--- config.mk ---
export PLATFORM = sky130hd
export DESIGN_NAME = pkt_line_deframer_core
export DESIGN_NICKNAME = d
export VERILOG_FILES = /design/src/rtl/pld_pkg.sv /design/src/rtl/pld_parser.sv /design/src/rtl/pkt_line_deframer_core.sv
export VERILOG_INCLUDE_DIRS = /design/src /design/src/rtl
export SDC_FILE = /design/constraint.sdc
export NUM_CORES = 1
export LEC_CHECK = 0
export ABC_CLOCK_PERIOD_IN_PS = 5290
export BUFFER_PORTS_ARGS = -buffer_cell sky130_fd_sc_hd__buf_2
export CAP_MARGIN = 10
export CORE_ASPECT_RATIO = 0.8
export CORE_UTILIZATION = 55
export DETAILED_ROUTE_END_ITERATION = 8
export PLACE_DENSITY = 0.75
export SLEW_MARGIN = 20
export SYNTH_ARGS = -nofsm -noshare
export SYNTH_HDL_FRONTEND = slang
export SYNTH_HIERARCHICAL = 1
export SYNTH_SLANG_ARGS = --single-unit
--- constraint.sdc ---
create_clock -name clk -period 5.29 [get_ports clk]
set_clock_uncertainty 0.15 [all_clocks]
set_input_delay 0.7935 -clock clk [delete_from_list [all_inputs] [get_ports clk]]
set_output_delay 0.7935 -clock clk [all_outputs]
set_load 0.03 [all_outputs]
--- src/rtl/pkt_line_deframer_core_defines.svh ---
// Assertion macros shared by the deframer RTL.
`ifndef PKT_LINE_DEFRAMER_CORE_DEFINES_SVH
`define PKT_LINE_DEFRAMER_CORE_DEFINES_SVH

// Same-cycle implication, checked outside reset.
`define PLD_ASSERT_IMPL(label, ante, cons) \
  label: assert property (@(posedge clk) disable iff (rst) (ante) |-> (cons)) \
    else $error("pkt_line_deframer: assertion failed");

// Next-cycle implication, checked outside reset.
`define PLD_ASSERT_NEXT(label, ante, cons) \
  label: assert property (@(posedge clk) disable iff (rst) (ante) |=> (cons)) \
    else $error("pkt_line_deframer: assertion failed");

`endif

--- src/rtl/pld_pkg.sv ---
package pld_pkg;

  localparam int unsigned ByteW = 8;
  localparam int unsigned LenW  = 16;
  localparam int unsigned KindW = 3;

  localparam logic [LenW-1:0] HdrDigits  = 16'd4;
  localparam logic [LenW-1:0] MinLong    = 16'd9;
  localparam logic [LenW-1:0] BadSpecial = 16'd3;
  localparam logic [3:0]      VersionLen = 4'd8;
  localparam logic [3:0]      VersionPos = 4'd8;
  localparam logic [3:0]      IndexHold  = 4'd9;

  // byte_kind codes
  localparam logic [KindW-1:0] KIND_DIGIT     = 3'd0;
  localparam logic [KindW-1:0] KIND_SPECIAL   = 3'd1;
  localparam logic [KindW-1:0] KIND_SIDEBAND  = 3'd2;
  localparam logic [KindW-1:0] KIND_PAYLOAD   = 3'd3;
  localparam logic [KindW-1:0] KIND_MALFORMED = 3'd4;
  localparam logic [KindW-1:0] KIND_DISCARD   = 3'd5;

  typedef enum logic [2:0] {
    PH_HEADER  = 3'b001,
    PH_PAYLOAD = 3'b010,
    PH_DISCARD = 3'b100
  } phase_t;

  typedef struct packed {
    logic [KindW-1:0] byte_kind;
    logic [LenW-1:0]  pkt_length;
    logic [1:0]       special_type;
    logic             bad_special;
    logic [1:0]       sb_channel;
    logic             version_valid;
    logic [ByteW-1:0] version_char;
    logic             line_end;
  } result_t;

  typedef struct packed {
    logic             ok;
    logic [3:0]       val;
  } hex_t;

  function automatic hex_t hex_decode(input logic [ByteW-1:0] c);
    hex_t h;
    h.ok  = 1'b1;
    h.val = 4'd0;
    if (c >= 8'h30 && c <= 8'h39) begin
      h.val = 4'(c - 8'h30);
    end else if (c >= 8'h61 && c <= 8'h66) begin
      h.val = 4'(c - 8'h57);
    end else if (c >= 8'h41 && c <= 8'h46) begin
      h.val = 4'(c - 8'h37);
    end else begin
      h.ok = 1'b0;
    end
    return h;
  endfunction

  // "version " prefix, one character per position
  function automatic logic [ByteW-1:0] version_text(input logic [2:0] idx);
    logic [ByteW-1:0] c;
    case (idx)
      3'd0:    c = 8'h76;
      3'd1:    c = 8'h65;
      3'd2:    c = 8'h72;
      3'd3:    c = 8'h73;
      3'd4:    c = 8'h69;
      3'd5:    c = 8'h6f;
      3'd6:    c = 8'h6e;
      default: c = 8'h20;
    endcase
    return c;
  endfunction

endpackage

--- src/rtl/pld_parser.sv ---
module pld_parser (
  input  logic                              clk,
  input  logic                              rst,
  input  logic                              step,
  input  logic [pld_pkg::ByteW-1:0]         in_byte,
  input  logic                              buffer_start,
  output pld_pkg::result_t                  res
);

  pld_pkg::phase_t            phase, phase_next;
  logic [1:0]                 digit_count, digit_count_next;
  logic [pld_pkg::LenW-1:0]   length_accum, length_accum_next;
  logic [pld_pkg::LenW-1:0]   bytes_left, bytes_left_next;
  logic [3:0]                 payload_index, payload_index_next;
  logic                       prefix_match, prefix_match_next;
  logic                       payload_long, payload_long_next;

  pld_pkg::phase_t            cur_phase;
  logic [1:0]                 cur_count;
  logic [pld_pkg::LenW-1:0]   cur_accum;
  pld_pkg::hex_t              hex;
  logic [pld_pkg::LenW-1:0]   accum_new;
  logic [1:0]                 count_new;
  logic [pld_pkg::LenW-1:0]   left_dec;
  logic [pld_pkg::LenW-1:0]   body_len;

  always_comb begin
    // a buffer start drops any partial line
    cur_phase = buffer_start ? pld_pkg::PH_HEADER : phase;
    cur_count = buffer_start ? 2'd0 : digit_count;
    cur_accum = buffer_start ? '0 : length_accum;

    hex       = pld_pkg::hex_decode(in_byte);
    accum_new = {cur_accum[pld_pkg::LenW-5:0], hex.val};
    count_new = cur_count + 2'd1;
    left_dec  = bytes_left - 16'd1;
    body_len  = accum_new - pld_pkg::HdrDigits;

    phase_next         = cur_phase;
    digit_count_next   = cur_count;
    length_accum_next  = cur_accum;
    bytes_left_next    = bytes_left;
    payload_index_next = payload_index;
    prefix_match_next  = prefix_match;
    payload_long_next  = payload_long;
    res                = '0;

    unique case (cur_phase)
      pld_pkg::PH_DISCARD: begin
        res.byte_kind = pld_pkg::KIND_DISCARD;
      end
      pld_pkg::PH_PAYLOAD: begin
        if (payload_index == 4'd0 && in_byte >= 8'd1 && in_byte <= 8'd3) begin
          res.byte_kind  = pld_pkg::KIND_SIDEBAND;
          res.sb_channel = in_byte[1:0];
        end else begin
          res.byte_kind = pld_pkg::KIND_PAYLOAD;
        end
        if (payload_index < pld_pkg::VersionLen) begin
          if (in_byte != pld_pkg::version_text(payload_index[2:0])) begin
            prefix_match_next = 1'b0;
          end
        end else if (payload_index == pld_pkg::VersionPos && prefix_match && payload_long) begin
          res.version_valid = 1'b1;
          res.version_char  = in_byte;
        end
        if (payload_index < pld_pkg::IndexHold) begin
          payload_index_next = payload_index + 4'd1;
        end
        bytes_left_next = left_dec;
        if (left_dec == '0) begin
          res.line_end      = 1'b1;
          phase_next        = pld_pkg::PH_HEADER;
          digit_count_next  = 2'd0;
          length_accum_next = '0;
        end
      end
      default: begin
        if (!hex.ok) begin
          res.byte_kind     = pld_pkg::KIND_MALFORMED;
          phase_next        = pld_pkg::PH_DISCARD;
          digit_count_next  = 2'd0;
          length_accum_next = '0;
        end else if (count_new != 2'd0) begin
          res.byte_kind     = pld_pkg::KIND_DIGIT;
          digit_count_next  = count_new;
          length_accum_next = accum_new;
        end else begin
          res.pkt_length    = accum_new;
          digit_count_next  = 2'd0;
          length_accum_next = '0;
          if (accum_new < pld_pkg::HdrDigits) begin
            res.byte_kind    = pld_pkg::KIND_SPECIAL;
            res.special_type = accum_new[1:0];
            res.bad_special  = (accum_new == pld_pkg::BadSpecial);
            res.line_end     = 1'b1;
            phase_next       = pld_pkg::PH_HEADER;
          end else begin
            res.byte_kind   = pld_pkg::KIND_DIGIT;
            bytes_left_next = body_len;
            if (body_len == '0) begin
              res.line_end = 1'b1;
              phase_next   = pld_pkg::PH_HEADER;
            end else begin
              phase_next         = pld_pkg::PH_PAYLOAD;
              payload_index_next = 4'd0;
              prefix_match_next  = 1'b1;
              payload_long_next  = (body_len >= pld_pkg::MinLong);
            end
          end
        end
      end
    endcase
  end

  always_ff @(posedge clk) begin
    if (rst) begin
      phase         <= pld_pkg::PH_HEADER;
      digit_count   <= 2'd0;
      length_accum  <= '0;
      bytes_left    <= '0;
      payload_index <= 4'd0;
      prefix_match  <= 1'b1;
      payload_long  <= 1'b0;
    end else if (step) begin
      phase         <= phase_next;
      digit_count   <= digit_count_next;
      length_accum  <= length_accum_next;
      bytes_left    <= bytes_left_next;
      payload_index <= payload_index_next;
      prefix_match  <= prefix_match_next;
      payload_long  <= payload_long_next;
    end
  end

endmodule

--- src/rtl/pkt_line_deframer_core.sv ---
// Line deframer for length-prefixed text lines (four hex digit header).
// Input: s_tvalid/s_tready/s_tdata/s_tuser, one raw byte per transfer;
//   s_tuser set on the first byte of a new buffer restarts the parser.
// Output: m_tvalid/m_tready/m_tdata/m_tuser/m_tlast, exactly one result
//   transfer per input transfer, in order. m_tuser is the byte kind,
//   m_tlast marks the last byte of a line.
// Path: an accepted byte waits in the input holding register and moves
//   through the parser into the result register when the output is free.
// Throughput: one byte per cycle while m_tready is high. All per-byte work
//   is a single pass of logic between the input holding register and the
//   result register; parser state updates in the same cycle as its result.
// Stalls: while m_tready is low the result register holds, the input
//   register takes one more byte, and s_tready then drops until the
//   result is taken.
// Reset: rst (synchronous) empties both registers and returns the parser
//   to the header phase; no clearing time is needed.
`include "pkt_line_deframer_core_defines.svh"

module pkt_line_deframer_core (
  input  logic        clk,
  input  logic        rst,
  input  logic        s_tvalid,
  output logic        s_tready,
  input  logic [7:0]  s_tdata,   // [7:0] in_byte
  input  logic        s_tuser,   // [0] buffer_start
  output logic        m_tvalid,
  input  logic        m_tready,
  output logic [31:0] m_tdata,   // [15:0] pkt_length, [17:16] special_type,
                                 // [18] bad_special, [20:19] sb_channel,
                                 // [21] version_valid, [29:22] version_char,
                                 // [31:30] zero
  output logic [2:0]  m_tuser,   // [2:0] byte_kind
  output logic        m_tlast    // line_end
);

  logic                       in_valid;
  logic [pld_pkg::ByteW-1:0]  in_byte;
  logic                       in_start;
  logic                       advance;
  pld_pkg::result_t           res;
  pld_pkg::result_t           out_res;

  assign advance  = in_valid && (!m_tvalid || m_tready);
  assign s_tready = !in_valid || advance;

  always_ff @(posedge clk) begin
    if (rst) begin
      in_valid <= 1'b0;
    end else if (s_tready) begin
      in_valid <= s_tvalid;
    end
  end

  always_ff @(posedge clk) begin
    if (s_tready && s_tvalid) begin
      in_byte  <= s_tdata;
      in_start <= s_tuser;
    end
  end

  pld_parser u_parser (
    .clk          (clk),
    .rst          (rst),
    .step         (advance),
    .in_byte      (in_byte),
    .buffer_start (in_start),
    .res          (res)
  );

  always_ff @(posedge clk) begin
    if (rst) begin
      m_tvalid <= 1'b0;
    end else if (advance) begin
      m_tvalid <= 1'b1;
    end else if (m_tready) begin
      m_tvalid <= 1'b0;
    end
  end

  always_ff @(posedge clk) begin
    if (advance) begin
      out_res <= res;
    end
  end

  assign m_tdata = {2'b00, out_res.version_char, out_res.version_valid,
                    out_res.sb_channel, out_res.bad_special,
                    out_res.special_type, out_res.pkt_length};
  assign m_tuser = out_res.byte_kind;
  assign m_tlast = out_res.line_end;

  `PLD_ASSERT_IMPL(a_special_ends_line, m_tvalid && m_tuser == pld_pkg::KIND_SPECIAL, m_tlast)
  `PLD_ASSERT_IMPL(a_version_on_payload, m_tvalid && m_tdata[21], m_tuser == pld_pkg::KIND_PAYLOAD)
  `PLD_ASSERT_IMPL(a_bad_special_code, m_tvalid && m_tdata[18], m_tdata[17:16] == 2'd3)
  `PLD_ASSERT_NEXT(a_stalled_byte_kept, in_valid && !advance, in_valid)

endmodule

==> results of run 1 <==
[state kept, by name, indices dropped and copies added (netlist names)]
| signal | count |
|---|---|
| m_tvalid | 1 |
| u_parser/prefix_match | 1 |
| m_tdata | 30 |
| u_parser/payload_index | 4 |
| in_byte | 8 |
| m_tlast | 1 |
| u_parser/bytes_left | 16 |
| u_parser/payload_long | 1 |
| m_tuser | 3 |
| in_start | 1 |
| in_valid | 1 |
| u_parser/phase | 3 |
| u_parser/digit_count | 2 |
| u_parser/length_accum | 12 |
[worst max-delay path, stage by stage (launching register included)]
cell,delay [ns]
edfxtp_1,0.52
inv_1,0.17
ha_1,0.22
nor3b_1,0.52
nor3_4,0.12
nor2_1,0.25
nor2_1,0.16
inv_1,0.12
ha_1,0.40
inv_1,0.19
nor2_1,0.18
a31oi_1,0.14
a211oi_1,0.31
o211ai_1,0.12
and4b_1,0.51
a211oi_2,0.18
a211o_1,0.29
[final timing paths]
| kind | startpoint | endpoint | cells after the start |
|---|---|---|---|
| worst max-delay path | in_byte[1] | u_parser/prefix_match | 16 |
| worst min-delay path | u_parser/bytes_left[10] | u_parser/bytes_left[10] | 2 |
| worst max register to register | in_byte[1] | u_parser/prefix_match | 16 |
| worst min register to register | u_parser/bytes_left[10] | u_parser/bytes_left[10] | 2 |
[metal layers]
layer	routed length [µm]	vias up	GRT usage (%)
li1	-	2002	-
met1	5391	1932	40.18
met2	5040	202	39.14
met3	1081	8	5.167
met4	105	0	7.197
met5	0	-	0
[cell usage in the layout (no fill, tap or decap), types with 12 or more instances in the layout]
cell type / Yosys / routed
nor3_1: 27 / 26
o21ai_0: 39 / 39
ha_1: 15 / 15
inv_1: 21 / 21
and2_1: 15 / 15
dfxtp_1: 41 / 41
edfxtp_1: 43 / 43
a21oi_1: 38 / 38
nand3_1: 12 / 12
nor2_1: 54 / 54
nand2_1: 28 / 28
a22o_1: 12 / 12
buf_2: 4 / 48
[area by class of cell]
cell class                 instances  area [µm²]
fill                             726        3221
clock buffer                       9       123.9
sequential                        84        2112
clock inverter                     7       61.31
tap                              112       140.1
timing repair buffer              53       277.8
inverter                          22       82.58
multi-input combinational        386        2465
[kinds of logic (layout without fill, tap and decap cells)]
| kind of cell | count (synthesis) | count (layout) |
|---|---|---|
| and+or+nand+nor | 206 | 206 |
| xor gates and xnor gates | 8 | 8 |
| other | 1 | 2 |
| DFF | 84 | 84 |
| buffers and inverters | 54 | 91 |
| muxes | 2 | 2 |
| AOI/OAI and AO/OA | 153 | 153 |
| adders and majority gates | 15 | 15 |
[per-stage QoR]
step	hold slack [ns]	setup WS [ns]	instances	util [%]
final	0.3329	0.6269	673	62.04
after CTS	0.3360	0.6827	673	62.04
after global routing	0.3534	0.2788	673	62.04
after detailed placement	0.3146	0.7122	657	59.85
after floorplan	0.2747	1.548	524	-
after global placement	0.2891	1.081	657	59.85
[power groups by stage]
| stage | Sequential, mW | Clock [mW] | Combinational, mW |
|---|---|---|---|
| finish | 0.713 | 0.432 | 0.124 |
| global route | 0.715 | 0.471 | 0.134 |
| CTS | 0.713 | 0.443 | 0.122 |
| detailed placement | 0.728 | 0 | 0.121 |
| global placement | 0.727 | 0 | 0.119 |
| floorplan | 0.743 | 0 | 0.0709 |
==> results.cfg, run 1 <==
[outcome]
status = completed

[power_and_ir_drop]
p_seq_share_pct = 56.2
switching_power_uw = 353.4
clkPwrFrac_pct = 34.0
p_leak_nw = 1.971
pwr-share-comb_pct = 9.8
p_int_uw = 914.7
pwr_density_cell_nw_per_um2 = 241.0
switching_share_pct = 27.87
p_total_mw = 1.268
peakVddDrop_v = 0.0001387

[critical_path]
worstPathRequired_ns = 5.39
crit_fanout = 11
startpoint_type = flip-flop
reg2reg_slack_ns = 0.63
end_kind = flip-flop
critPathKind = reg2reg
cp.arrival_ns = 4.76

[logic_synthesis]
synth-edff-count = 43
ys_ff_latch = 84
synth_top_family_by_area = simple AND/OR/NAND/NOR gates
synth_cell_types = 76
synth.avg_cell_area_um2 = 9.167
netlist_area_um2 = 4795
synth-xor-area-share_pct = 1.461
ys_warn_count = 6
yosys-top-cells-count = 54 x nor2_1, 43 x edfxtp_1, 41 x dfxtp_1
synth_most_common_cell = nor2_1
synth_compound_area_share_pct = 21.61
yosys_most_used_dff = edfxtp_1
yosys.area.top_type = edfxtp_1
synthMuxAreaShare_pct = 0.4175
ys_seq_area_share_pct = 44.05
async_reset_ff_share_pct = 0
synth_top_area_share_pct = 26.93
synth_fa_ha_area_share_pct = 3.914
synth-simple-area-share_pct = 23.75
yosys-top-cells-area = edfxtp_1 27%, dfxtp_1 17%, nor2_1 4.2%, o21ai_0 4.1%, a21oi_1 4.0%
syn_inst = 523

[global_routing]
grt.overflow.total = 0
grt_pass1_wl_mm = 18.82
grt_start_max_net_pins = 45
grt_pass1_vias = 3684
grt_antenna_before_repair = 0
track_usage_pct = 26.69

[cts]
root_buffer = clkbuf_8
ctsResizeCount = 0
clock_sinks = 84
postCtsSetupBuffers = 0
numCtsBuffers = 9
path_clk_slew_ns = 0.09
cts_max_path_buffers = 2
clock_latency_ns = 0.36
cts_hold_buf = 0
cts_tree = done
cts_htree_levels = 3

[sta]
max_freq_mhz = 214.5
relSlewSlack_pct = 39.43
slew_violations = 0
hold_viol = 0
period_share_pct = 88.15
setup-tns-final_ns = 0
max_slew.worst_pin.slew_ns = 0.9086
rsz0062_at_grt = no
period_minus_slack_ns = 4.663
finalSetupViolCount = 0

[cells_and_area]
antenna_cells = 0
final_layout_size_suffix_gt1_share_pct = 16.58
area_growth_syn_to_layout_pct = 9.760
layout.nets = 584
post-route-cell-area_um2 = 5263

[routing]
wl_per_cell_um = 17.26
drt_iter0_drc = 432
antenna_left = 0
wl_mm = 11.62
drt_pass1_iterations = 6
vias = 4144
drc = 0
vias_per_cell = 6.158

[hold_path]
min_path_type = reg2reg

[floorplan]
io_pins = 51
row_count = 30
core_area_um2 = 8483
die_x_um = 106.4
fp.dieH_um = 85.51
die-area_um2 = 9097
start_util_pct = 56.52

[placed_design]
place_area_um2 = 5077
gp_congestion = 0.9235
port_buffers = 48
hpwl_mm = 8.113

[run]
drv_cap = 0
Power figures use the tool's default switching activity.
==> inputs of run 2 (changes only) <==
--- a/config.mk
+++ b/config.mk
@@ -9,7 +9,7 @@
 export ABC_CLOCK_PERIOD_IN_PS = 5290
 export BUFFER_PORTS_ARGS = -buffer_cell sky130_fd_sc_hd__buf_2
 export CAP_MARGIN = 10
-export CORE_ASPECT_RATIO = 0.8
+export CORE_MARGIN = 8
 export CORE_UTILIZATION = 55
 export DETAILED_ROUTE_END_ITERATION = 8
 export PLACE_DENSITY = 0.75
==> results.cfg, run 2 (synthesis results as in run 1) <==
[floorplan]
row_count = 34
fp.dieH_um = 109.4
io_pins = 51
die-area_um2 = 11960
start_util_pct = 55.79
die_x_um = 109.4
core_area_um2 = 8593

[hold_path]
min_path_type = reg2reg

[sta]
period_share_pct = 87.31
timing.hold.ws_ns = 0.3209
hold_viol = 0
slew_violations = 0
max_freq_mhz = 216.5
finalSetupViolCount = 0
setup_slack_ns = 0.6714
rsz0062_at_grt = no
period_minus_slack_ns = 4.619
relSlewSlack_pct = 41.18
max_slew.worst_pin.slew_ns = 0.8823
setup-tns-final_ns = 0

[critical_path]
startpoint_type = flip-flop
crit_fanout = 11
worstPathRequired_ns = 5.41
cp.arrival_ns = 4.73
critPathKind = reg2reg
end_kind = flip-flop

[routing]
wl_per_cell_um = 17.88
drt_pass1_iterations = 6
wl_mm = 11.97
antenna_left = 0
drc = 0
drt_iter0_drc = 407
vias = 4217
vias_per_cell = 6.303

[cts]
cts_hold_buf = 0
cts_max_path_buffers = 2
postCtsSetupBuffers = 0
ctsResizeCount = 0
clock_sinks = 84
clock_latency_ns = 0.37
cts_tree = done
path_clk_slew_ns = 0.09
cts_htree_levels = 3
root_buffer = clkbuf_8
numCtsBuffers = 9

[cells_and_area]
layout.nets = 584
final_layout_size_suffix_gt1_share_pct = 16.58
post-route-cell-area_um2 = 5256
antenna_cells = 0
finish.utilization_pct = 61.17
largest_reg_flops = 30
fin_cells = 669
final_common_cell = nor2_1
final_cell_mix = 54 x nor2_1, 48 x buf_2, 43 x edfxtp_1, 41 x dfxtp_1, 39 x o21ai_0
area_growth_syn_to_layout_pct = 9.629

[placed_design]
pre_cts_ws_ns = 0.7478
place_area_um2 = 5072
dp_cells = 653
hpwl_mm = 8.372
port_buffers = 48
gp_congestion = 0.8987

[global_routing]
grt_pass1_wl_mm = 19.72
busiest_layer = met2
globalRouteMet3Util_pct = 4.279
use_met1_pct = 27.15
grt.overflow.total = 0
grt_start_max_net_pins = 44
grt_pass1_vias = 4011
grt_antenna_before_repair = 0
use_met2_pct = 32.26
track_usage_pct = 20.52

[power_and_ir_drop]
pwr_density_cell_nw_per_um2 = 242.2
p_total_mw = 1.273
peakVddDrop_v = 0.0001077
p_leak_nw = 1.967

[outcome]
status = completed

[run]
drv_cap = 0
-- run 2: layer usage --
layer	part of all wire (%)	up-vias
li1	-	2002
met1	44	1996
met2	45	198
met3	9.1	21
met4	1.7	0
met5	0	-
-- run 2: area by class of cell --
cell class	count	area [µm²]
repair buffers	53	277.8
fillers	763	3337
flip-flops and latches	84	2112
inverters	22	82.58
clock buffers	10	137.6
multi-input cells	386	2465
well taps	108	135.1
clock inverters	6	46.29
-- run 2: report_power, final --
part | leakage [nW] | switching [mW] | internal (mW)
Combinational | 1.13 | 0.0872 | 0.0369
Clock | 0.0897 | 0.248 | 0.187
Sequential | 0.747 | 0.0139 | 0.699
-- run 2: path summary, 6_finish.rpt --
kind | from | end | slack, ns | cells after the start
worst min register to register | u_parser/digit_count[0] | u_parser/digit_count[0] | 0.32 | 1
worst min-delay path | u_parser/digit_count[0] | u_parser/digit_count[0] | 0.32 | 1
worst max-delay path | in_byte[1] | u_parser/prefix_match | 0.67 | 16
worst max register to register | in_byte[1] | u_parser/prefix_match | 0.67 | 16
-- run 2: critical path: stages (launching register included) --
cell and delay (ns):
edfxtp_1 0.54, inv_1 0.15, ha_1 0.24, nor3b_1 0.54, nor3_4 0.12, nor2_1 0.27
nor2_1 0.16, inv_1 0.11, ha_1 0.40, inv_1 0.17, nor2_1 0.17, a31oi_1 0.12
a211oi_1 0.30, o211ai_1 0.11, and4b_1 0.48, a211oi_2 0.17, a211o_1 0.29
==> inputs of run 3 (changes only) <==
--- a/config.mk
+++ b/config.mk
@@ -6,6 +6,7 @@
 export SDC_FILE = /design/constraint.sdc
 export NUM_CORES = 1
 export LEC_CHECK = 0
+export ABC_AREA = 1
 export ABC_CLOCK_PERIOD_IN_PS = 5290
 export BUFFER_PORTS_ARGS = -buffer_cell sky130_fd_sc_hd__buf_2
 export CAP_MARGIN = 10
==> results.cfg, run 3 <==
[logic_synthesis]
ys_ff_latch = 84
ys_warn_count = 6
synth_cell_types = 42
yosys.area.top_type = edfxtp_1
synth_top_area_share_pct = 25.06
synth.avg_cell_area_um2 = 7.622
syn_inst = 676
synth-edff-count = 43
yosys-top-cells-area = edfxtp_1 25%, dfxtp_1 16%, nand2_1 9.4%, nor2_1 7.8%, inv_1 6.0%
netlist_area_um2 = 5152
async_reset_ff_share_pct = 0
ys_seq_area_share_pct = 40.99
yosys-top-cells-count = 129 x nand2_1, 107 x nor2_1, 83 x inv_1
yosys_most_used_dff = edfxtp_1
synth_most_common_cell = nand2_1

[critical_path]
crit_fanout = 26
reg2reg_depth = 17
cp-startpoint = in_byte[0]
worstSetupEndpoint = u_parser/bytes_left[4]
critPathKind = reg2reg
worstPathRequired_ns = 5.43
startpoint_type = flip-flop
cp.arrival_ns = 3.98
r2r-end = u_parser/bytes_left[4]
reg2reg_slack_ns = 1.45
r2r-start = in_byte[0]
end_kind = flip-flop

[cts]
root_buffer = clkbuf_8
clock_sinks = 84
postCtsSetupBuffers = 0
cts_hold_buf = 0
cts_htree_levels = 3
ctsResizeCount = 0
cts_max_path_buffers = 2
path_clk_slew_ns = 0.09
numCtsBuffers = 9
cts_tree = done
clock_latency_ns = 0.37

[placed_design]
pre_cts_ws_ns = 1.542
dp_cells = 817
port_buffers = 48
hpwl_mm = 9.253
gp_congestion = 0.9495

[global_routing]
grt_pass1_wl_mm = 21.45
grt_start_max_net_pins = 56
grt_pass1_vias = 4417
track_usage_pct = 20.65
grt.overflow.total = 0
grt_antenna_before_repair = 0

[cells_and_area]
antenna_cells = 0
finish.utilization_pct = 61.70
fin_cells = 833
layout.nets = 745
nFillCells = 837
final_layout_size_suffix_gt1_share_pct = 15.93
area_growth_syn_to_layout_pct = 9.592
final_common_cell = nand2_1
largest_reg_flops = 30
final_cell_mix = 129 x nand2_1, 107 x nor2_1, 83 x inv_1, 48 x buf_2

[sta]
setup-tns-final_ns = 0
period_minus_slack_ns = 3.839
slew_violations = 0
max_freq_mhz = 260.5
period_share_pct = 72.58
setup_slack_ns = 1.451
rsz0062_at_grt = no
hold_viol = 0
max_slew.worst_pin.slew_ns = 1.070
finalSetupViolCount = 0
relSlewSlack_pct = 28.30

[floorplan]
core_area_um2 = 9153
die-area_um2 = 12720
io_pins = 51
row_count = 35
die_x_um = 112.8
fp.dieH_um = 112.8
start_util_pct = 56.30

[power_and_ir_drop]
peakVddDrop_v = 0.0001464
pwr_density_cell_nw_per_um2 = 246.7
p_leak_nw = 2.508

[outcome]
status = completed

[routing]
antenna_left = 0
wl_mm = 12.82
vias_per_cell = 5.484
drt_iter0_drc = 334
drt_pass1_iterations = 5
drc = 0
wl_per_cell_um = 15.39
vias = 4568

[hold_path]
min_path_type = reg2reg

[run]
drv_cap = 0
==> run 3: worst min path at each step <==
stage	cells after the start	startpoint	to	slack [ns]
after CTS	2	u_parser/prefix_match	u_parser/prefix_match	0.31
after detailed placement	2	u_parser/prefix_match	u_parser/prefix_match	0.29
final	2	u_parser/prefix_match	u_parser/prefix_match	0.30
after global routing	2	u_parser/prefix_match	u_parser/prefix_match	0.33
after floorplan	2	u_parser/prefix_match	u_parser/prefix_match	0.27
after global placement	2	u_parser/prefix_match	u_parser/prefix_match	0.28
==> run 3: metal layers <==
metal | share of wire, % | wire length (µm) | track usage (%)
met4 | 0.96 | 123 | 5.576
met2 | 48 | 6096 | 34.76
met1 | 46 | 5902 | 26.75
met5 | 0 | 0 | 0
met3 | 5.4 | 698 | 3.408
==> run 3: kinds of logic (layout without fill, tap and decap cells) <==
logic type / count (synthesis) / count (layout) / synth area share (%)
AND/OR/NAND/NOR: 354 / 354 / 33.07
buffers and inverters: 111 / 156 / 8.863
AO/OA/AOI/OAI: 89 / 89 / 9.616
flip-flops: 84 / 84 / 40.99
XOR/XNOR: 22 / 22 / 3.740
adder cells (fa/ha/maj): 15 / 15 / 3.643
other: 1 / 2 / 0.07278
==> run 3: worst max-delay path, stage by stage, from the launching register on <==
cell and delay (ns):
edfxtp_1 0.44, inv_1 0.20, ha_1 0.23, o21ai_1 0.07, nand2_1 0.07, nand2_2 0.10
nand2_1 0.12, nand3_2 0.32, ha_1 0.38, nand3_4 0.13, nor2_4 0.06, nand4_1 0.20
a21oi_1 0.14, nor2_4 0.49, inv_2 0.24, a21oi_1 0.16, o21ai_0 0.09, a21oi_1 0.15
==> run 3: area by class of cell <==
| cell class | instances | area (µm²) | share of cell area (%) |
|---|---|---|---|
| clock inverters | 6 | 50.05 | 0.8863 |
| well taps | 111 | 138.9 | 2.460 |
| clock buffers | 10 | 148.9 | 2.637 |
| inverters | 90 | 342.8 | 6.071 |
| repair buffers | 50 | 255.2 | 4.520 |
| multi-input cells | 482 | 2599 | 46.02 |
| flip-flops and latches | 84 | 2112 | 37.40 |
==> run 3: through the flow <==
stage | hold WS, ns | power, mW | area [µm²]
after floorplan | 0.2695 | 0.8890 | 5156
after global placement | 0.2821 | 0.9357 | 5448
after detailed placement | 0.2920 | 0.9395 | 5448
after CTS | 0.3079 | 1.406 | 5647
after global routing | 0.3338 | 1.454 | 5647
final | 0.3042 | 1.393 | 5647
==> run 3: where the power goes <==
| group | switching [mW] | internal, mW | total (mW) | leakage, nW |
|---|---|---|---|---|
| Sequential | 0.0148 | 0.706 | 0.721 | 0.746 |
| Clock | 0.259 | 0.207 | 0.466 | 0.101 |
| Combinational | 0.145 | 0.0607 | 0.206 | 1.66 |
| Total | 0.420 | 0.974 | 1.39 | 2.51 |
